===== src/rtl/bsmh_ram.sv =====
// ----------------------------------------------------------------------------
// Generic RAM
// One write port and one read port with a registered read.
// ----------------------------------------------------------------------------
`timescale 1ns / 1ps
`default_nettype none

module bsmh_ram #(
    parameter int WIDTH = 8,
    parameter int DEPTH = 16
) (
    input  wire logic                     clk,
    input  wire logic                     we,
    input  wire logic [$clog2(DEPTH)-1:0] waddr,
    input  wire logic [WIDTH-1:0]         wdata,
    input  wire logic [$clog2(DEPTH)-1:0] raddr,
    output logic      [WIDTH-1:0]         rdata
);

    logic [WIDTH-1:0] mem [DEPTH];
    logic [WIDTH-1:0] rdata_reg;

    always_ff @(posedge clk)
    begin
        if (we)
        begin
            mem[waddr] <= wdata;
        end
        rdata_reg <= mem[raddr];
    end

    assign rdata = rdata_reg;

endmodule

`default_nettype wire


===== config.mk =====
export PLATFORM = sky130hd
export DESIGN_NAME = bsmh_ram
export DESIGN_NICKNAME = d
export VERILOG_FILES = /design/src/rtl/bsmh_ram.sv
export SDC_FILE = /design/constraint.sdc
export NUM_CORES = 1
export LEC_CHECK = 0
export BUFFER_PORTS_ARGS = -buffer_cell sky130_fd_sc_hd__buf_2
export CORE_MARGIN = 1.5
export CORE_UTILIZATION = 35
export CTS_CLUSTER_DIAMETER = 50
export DETAILED_ROUTE_END_ITERATION = 7
export PLACE_DENSITY = 0.54
export SKIP_CTS_REPAIR_TIMING = 1
export SYNTH_ARGS = -nofsm -noshare
export SYNTH_HDL_FRONTEND = slang
export SYNTH_SLANG_ARGS = --single-unit

===== constraint.sdc =====
create_clock -name clk -period 2.6 [get_ports clk]
set_input_delay 0.52 -clock clk [delete_from_list [all_inputs] [get_ports clk]]
set_output_delay 0.52 -clock clk [all_outputs]
set_load 0.005 [all_outputs]

## Yosys cells after proc, flatten, opt, wreduce, memory -nomap -nowiden

Memories as Yosys holds them, arrays and structs flattened. A register that Yosys moved wholly into a read port is not among the register bits.
Index checks and enable logic that the tools add are counted.

- Register bits after elaboration: 0
- Memory bits (writable): 128
- Input port bits: 18
- Output and inout port bits: 8
- Logic and storage cells: 3
- Memories kept: 1

- Mux-type cells: 2

Memory list:

| memory | depth | bits a word | rd ports | clocked after Yosys merged registers in | write ports | RTL line | source |
|---|---|---|---|---|---|---|---|
| mem | 16 | 8 | 1 | 1 | 1 | 20 | `logic [WIDTH-1:0] mem [DEPTH];` |

Operator list:

| cell | count |
|---|---|
| 1-bit two-way mux | 2 |

## Depth between registers and ports, before layout

Gate-level depths: netlist of run 1.

- Depth after elaboration: 2
- Mapped depth: 5
- Mapped depth without buffers: 3

## Worst setup path after synthesis of run 1

Ideal clock, no wire load.

- Path kind: input to register
- Start: in waddr[2]
- End: mem mem[0][0] (enable)
- Library setup time: 0.383 ns
- Arrival time: 1.630 ns
- Data required time: 2.217 ns
- Setup slack: 0.587 ns
- Stages: 2
- Buffers on the path: 0
- Cells stage by stage: or3b_2 nor3_1

RTL lines:

| item | RTL line | source |
|---|---|---|
| from (decl) | 14 | `input wire logic [$clog2(DEPTH)-1:0] waddr,` |
| to (decl) | 20 |  |

No word-level cell before the write port.

==> results.yml, run 1 <==
status:
  status: "finished, final reports clean"
logic_synthesis:
  synth-main-ff-cell: "edfxtp_1"
  synth_seq_cells: 136
  synthAdderAreaFrac: 0
  ys_warn_count: 0
  synth-async-reset-ratio: 0
  synth_xor_area_frac: 0
  synth_top_family_by_area: "multiplexers"
  syn_area_sq_mm: 0.00515
  synth_area_leaders: "edfxtp_1 75%, mux4_2 7.9%, mux4_1 7.1%"
  synth_edf_count: 128
  synth_area_per_cell_sq_um: 22.5
  muxShareOfSynthArea: 0.150
  synth_largest_area_cell: "edfxtp_1"
  yosys.area_share.simple: 0.0318
  ys_top_cells_by_count: "128 x edfxtp_1, 18 x mux4_2, 16 x a22oi_1, 14 x mux4_1, 13 x nor2_1"
  synth_top_cell_area_share: 0.747
  synth.distinct_cells: 19
  synth_cells: 229
  synth_nets: 247
  seq_area_frac_synth: 0.778
  synth_most_common_cell: "edfxtp_1"
  synth-compound-area-share: 0.0233
timing:
  fin_tns_setup_ns: 0
  clock.fmax_ghz: 0.590
  hold_ws_ns: 0.508
  period_share: 0.652
  final.min_clock_period_ns: 1.70
  hold_viol_final: 0
  maxSlewHeadroom: 0.626
  fin_skew_ns: 0.00846
  rsz0062_at_grt: "false"
  tightest_slew_ns: 0.558
  finalSetupViolCount: 0
  slew_viol_final: 0
clock_network:
  cts_sinks: 136
  cts_tree: "done"
  cts.path.max_buffers: 2
  h-tree-depth: 4
  clk_pin_slew_ns: 0.06
  clock_latency_ns: 0.41
  cts_inserted_buffers: 17
  cts_root_buf: "clkbuf_16"
worst_setup_path:
  slowest_delay_ns: 0.64
  cp_cell_sequence: "buf_2 -> buf_12 -> mux4_1 -> a22oi_1 -> nand2_1"
  cp_slowest_cell: "mux4_1"
  arrival_ns: 1.97
  critPathKind: "in -> reg"
  setup.worst_path.start_class: "primary input"
  required_ns: 2.88
  path_max_fanout: 32
  cp-end-kind: "flip-flop"
placed_design:
  dp_hpwl_um: 6560
  dp_cells: 447
  io_buffer_count: 25
  place_congestion: 0.709
cells_and_area:
  num-fill-cells: 1268
  diodes: 0
  syn_to_final_growth_pct: 19.3
  final_cells: 479
  largest_register_ffs: 128
  multi_input_area_sq_mm: 0.00106
  seq_area_sq_mm: 0.00400
  final_nets: 300
  layout-drive-gt1-share: 0.322
routing:
  drc: 0
  drtIter0Drc: 98
  ant_nets: 0
  first_pass_iters: 4
  via_count: 2461
  avgRoutedWirePerCell_um: 21.9
  via_per_inst: 5.14
  wirelength_um: 10500
die:
  rows: 44
  ios: 26
  initial_core_util: 0.357
  die_y_um: 124
  die_w_um: 124
  die-area_sq_mm: 0.0154
  fp.coreArea_sq_mm: 0.0144
global_route:
  grt_pass1_vias: 2542
  use_met1: 0.209
  grtUsageMet2: 0.210
  grt_pass1_wl_um: 15900
  grt_use_met3: 0.0352
  grtUsageTotal: 0.143
  grt-ovfl-total: 0
  busiest_layer: "met2"
  antenna_found_initial: 0
  grt_max_degree: 33
run:
  cap_viol_max_count: 0
min_path:
  hold_class: "in -> reg"
power_and_ir_drop:
  p_leak_uw: 0.00206
  vdd_drop_max_mv: 0.386
  p_per_area_mw_per_mm2: 796
==> layout by cell type (no fill, tap or decap) <==
master and count:
dfxtp_1 8, clkinvlp_4 6, nor3_1 4, a22oi_1 16
nand2b_1 2, and2b_1 1, and2_1 1, clkbuf_16 17
clkinv_2 4, clkbuf_8 4, nand2_1 9, mux4_2 18
nor2_1 13, buf_4 17, edfxtp_1 128, nor2b_1 1
buf_2 25, nand3_1 1, buf_12 2, mux4_1 14
nand3b_1 2, clkinv_4 1, or3b_2 1
==> layout make-up <==
cell class / count / share of cell area
Clock buffer: 21 / 0.0783
Multi-Input combinational cell: 83 / 0.172
Tap cell: 184 / 0.0375
Clock inverter: 11 / 0.0120
Sequential cell: 136 / 0.652
Timing Repair Buffer: 44 / 0.0477
==> logic make-up after synthesis <==
logic type | count (synthesis)
DFF | 136
and+or+nand+nor | 35
muxes | 32
AOI/OAI and AO/OA | 16
buffers and inverters | 10
==> report_power, final <==
group	internal (uW)	leakage, uW	switching (uW)	total (uW)
registers	2450	0.00122	14.0	2470
clock network	1310	0.000259	872	2180
logic	98.8	0.000581	137	236
==> routing by layer <==
layer,vias to the layer above,part of all wire
met3,13,0.046
met2,74,0.46
met1,1292,0.48
met4,0,0.012
met5,-,0
li1,1082,-
==> worst max-delay path, delay by kind of cell <==
kind / cells / cell delay (ns)
compound gates: 1 / 0.33
buf+inv: 2 / 0.36
mux: 1 / 0.64
simple gates: 1 / 0.10
==> stage by stage <==
step	util	cell area (sq um)	power (uW)	setup WS, ns
6_report	0.426	6140	4880	0.905
5_1_grt	0.426	6140	5040	0.854
4_1_cts	0.426	6140	4930	0.921
3_5_place_dp	0.387	5580	2750	0.485
3_3_place_gp	0.387	5580	2750	0.508
2_1_floorplan	-	5150	2630	0.587
==> final timing paths <==
path	slack, ns	from	to	depth (start not counted)
max	0.90	raddr[0]	rdata[2]	5
max reg2reg	1.14	mem[9][2]	rdata[2]	3
min	0.51	wdata[1]	mem[15][1]	1
min reg2reg	0.68	mem[7][2]	rdata[2]	3
Power figures use the tool's default switching activity.
==> inputs of run 2 (changes only) <==
clock period = 1.65 ns   (was 2.6 ns; I/O delays follow)
==> results.yml, run 2 (synthesized netlist as in run 1, its figures left out) <==
die:
  die_w_um: 124
  die-area_sq_mm: 0.0154
  die_y_um: 124
  rows: 44
  fp.coreArea_sq_mm: 0.0144
  initial_core_util: 0.357
  ios: 26
worst_setup_path:
  startpoint: "mem[10][0]"
  crit_buf_inv: 0
  required_ns: 1.93
  path_max_fanout: 1
  ff2ff_setup_slack_ns: 0.26
  r2r_end: "rdata[0]"
  arrival_ns: 1.67
  crit_family: "multiplexers"
  cp_slowest_cell: "mux4_2"
  setup.worst_path.start_class: "flip-flop"
  r2r_start: "mem[10][0]"
  cp_cell_sequence: "mux4_2 -> a22oi_1 -> nand2_1"
  critPathKind: "reg -> reg"
  slowest_delay_ns: 0.48
  cp-end-kind: "flip-flop"
  worst-path-stages: 3
  rr_worst_depth: 3
  crit_end: "rdata[0]"
global_route:
  antenna_found_initial: 0
  grt_pass1_vias: 2631
  grt_pass1_wl_um: 16400
  grtUsageTotal: 0.149
  grt-ovfl-total: 0
  grt_max_degree: 26
clock_network:
  cts_tree: "done"
  cts_inserted_buffers: 17
  cts.path.max_buffers: 2
  cts_root_buf: "clkbuf_16"
  clk_pin_slew_ns: 0.06
  clock_latency_ns: 0.42
  cts_sinks: 136
  h-tree-depth: 4
power_and_ir_drop:
  p_per_area_mw_per_mm2: 1270
  p_leak_uw: 0.00214
  power_uw: 7910
  vdd_drop_max_mv: 0.608
routing:
  drc: 0
  drtIter0Drc: 169
  first_pass_iters: 5
  via_count: 2455
  via_per_inst: 5.02
  wirelength_um: 10600
  ant_nets: 0
  avgRoutedWirePerCell_um: 21.7
min_path:
  hold_depth: 1
  hold_class: "in -> reg"
timing:
  slew_viol_final: 0
  period_share: 0.840
  final.min_clock_period_ns: 1.39
  fin_tns_setup_ns: 0
  finalSetupViolCount: 0
  fin_ws_ns: 0.263
  clock.fmax_ghz: 0.721
  tightest_slew_ns: 0.844
  hold_viol_final: 0
  fin_skew_ns: 0.00826
  maxSlewHeadroom: 0.435
  rsz0062_at_grt: "false"
cells_and_area:
  mostFrequentLayoutCell: "edfxtp_1"
  largest_register_ffs: 128
  final_nets: 310
  final_cells: 489
  layout-drive-gt1-share: 0.328
  layout_common_cells: "128 x edfxtp_1, 26 x buf_4, 25 x buf_2"
  final_area_sq_mm: 0.00624
  diodes: 0
  syn_to_final_growth_pct: 21.3
placed_design:
  placed_area_sq_mm: 0.00568
  dp_hpwl_um: 6980
  io_buffer_count: 25
  place_congestion: 0.734
  pre_cts_ws_ns: -0.176
  dp_cells: 457
status:
  status: "finished, final reports clean"
run:
  cap_viol_max_count: 0
[run 2: worst min path at each step]
stage	slack, ns	end	from
global route	0.31	mem[0][2]	wdata[2]
global placement	0.66	rdata[3]	mem[8][3]
floorplan	0.43	mem[0][0]	wdata[0]
CTS	0.30	mem[3][4]	wdata[4]
finish	0.31	mem[1][6]	wdata[6]
detailed placement	0.67	rdata[3]	mem[8][3]
[run 2: layout make-up]
class | instances | area, sq um
Clock buffer | 19 | 433
Clock inverter | 13 | 135
Fill cell | 1268 | 8180
Multi-Input combinational cell | 83 | 1060
Sequential cell | 136 | 4000
Tap cell | 184 | 230
Timing Repair Buffer | 54 | 380
[run 2: per-stage QoR]
stage	hold slack, ns	util
after global placement	0.665	0.394
after floorplan	0.429	-
after CTS	0.300	0.433
final	0.311	0.433
after global routing	0.315	0.433
after detailed placement	0.672	0.394
[run 2: where the power goes]
part | leakage, uW | switching [uW] | internal (uW)
combinational | 0.000637 | 208 | 169
clock | 0.000284 | 1310 | 2330
sequential | 0.00122 | 24.3 | 3860
total | 0.00214 | 1540 | 6370
[run 2: routing by layer]
metal | part of all wire | vias up | GRT usage
met5 | 0 | - | 0
met4 | 0.013 | 0 | 0.0588
met1 | 0.46 | 1288 | 0.204
met2 | 0.49 | 56 | 0.230
li1 | - | 1099 | -
met3 | 0.040 | 12 | 0.0387
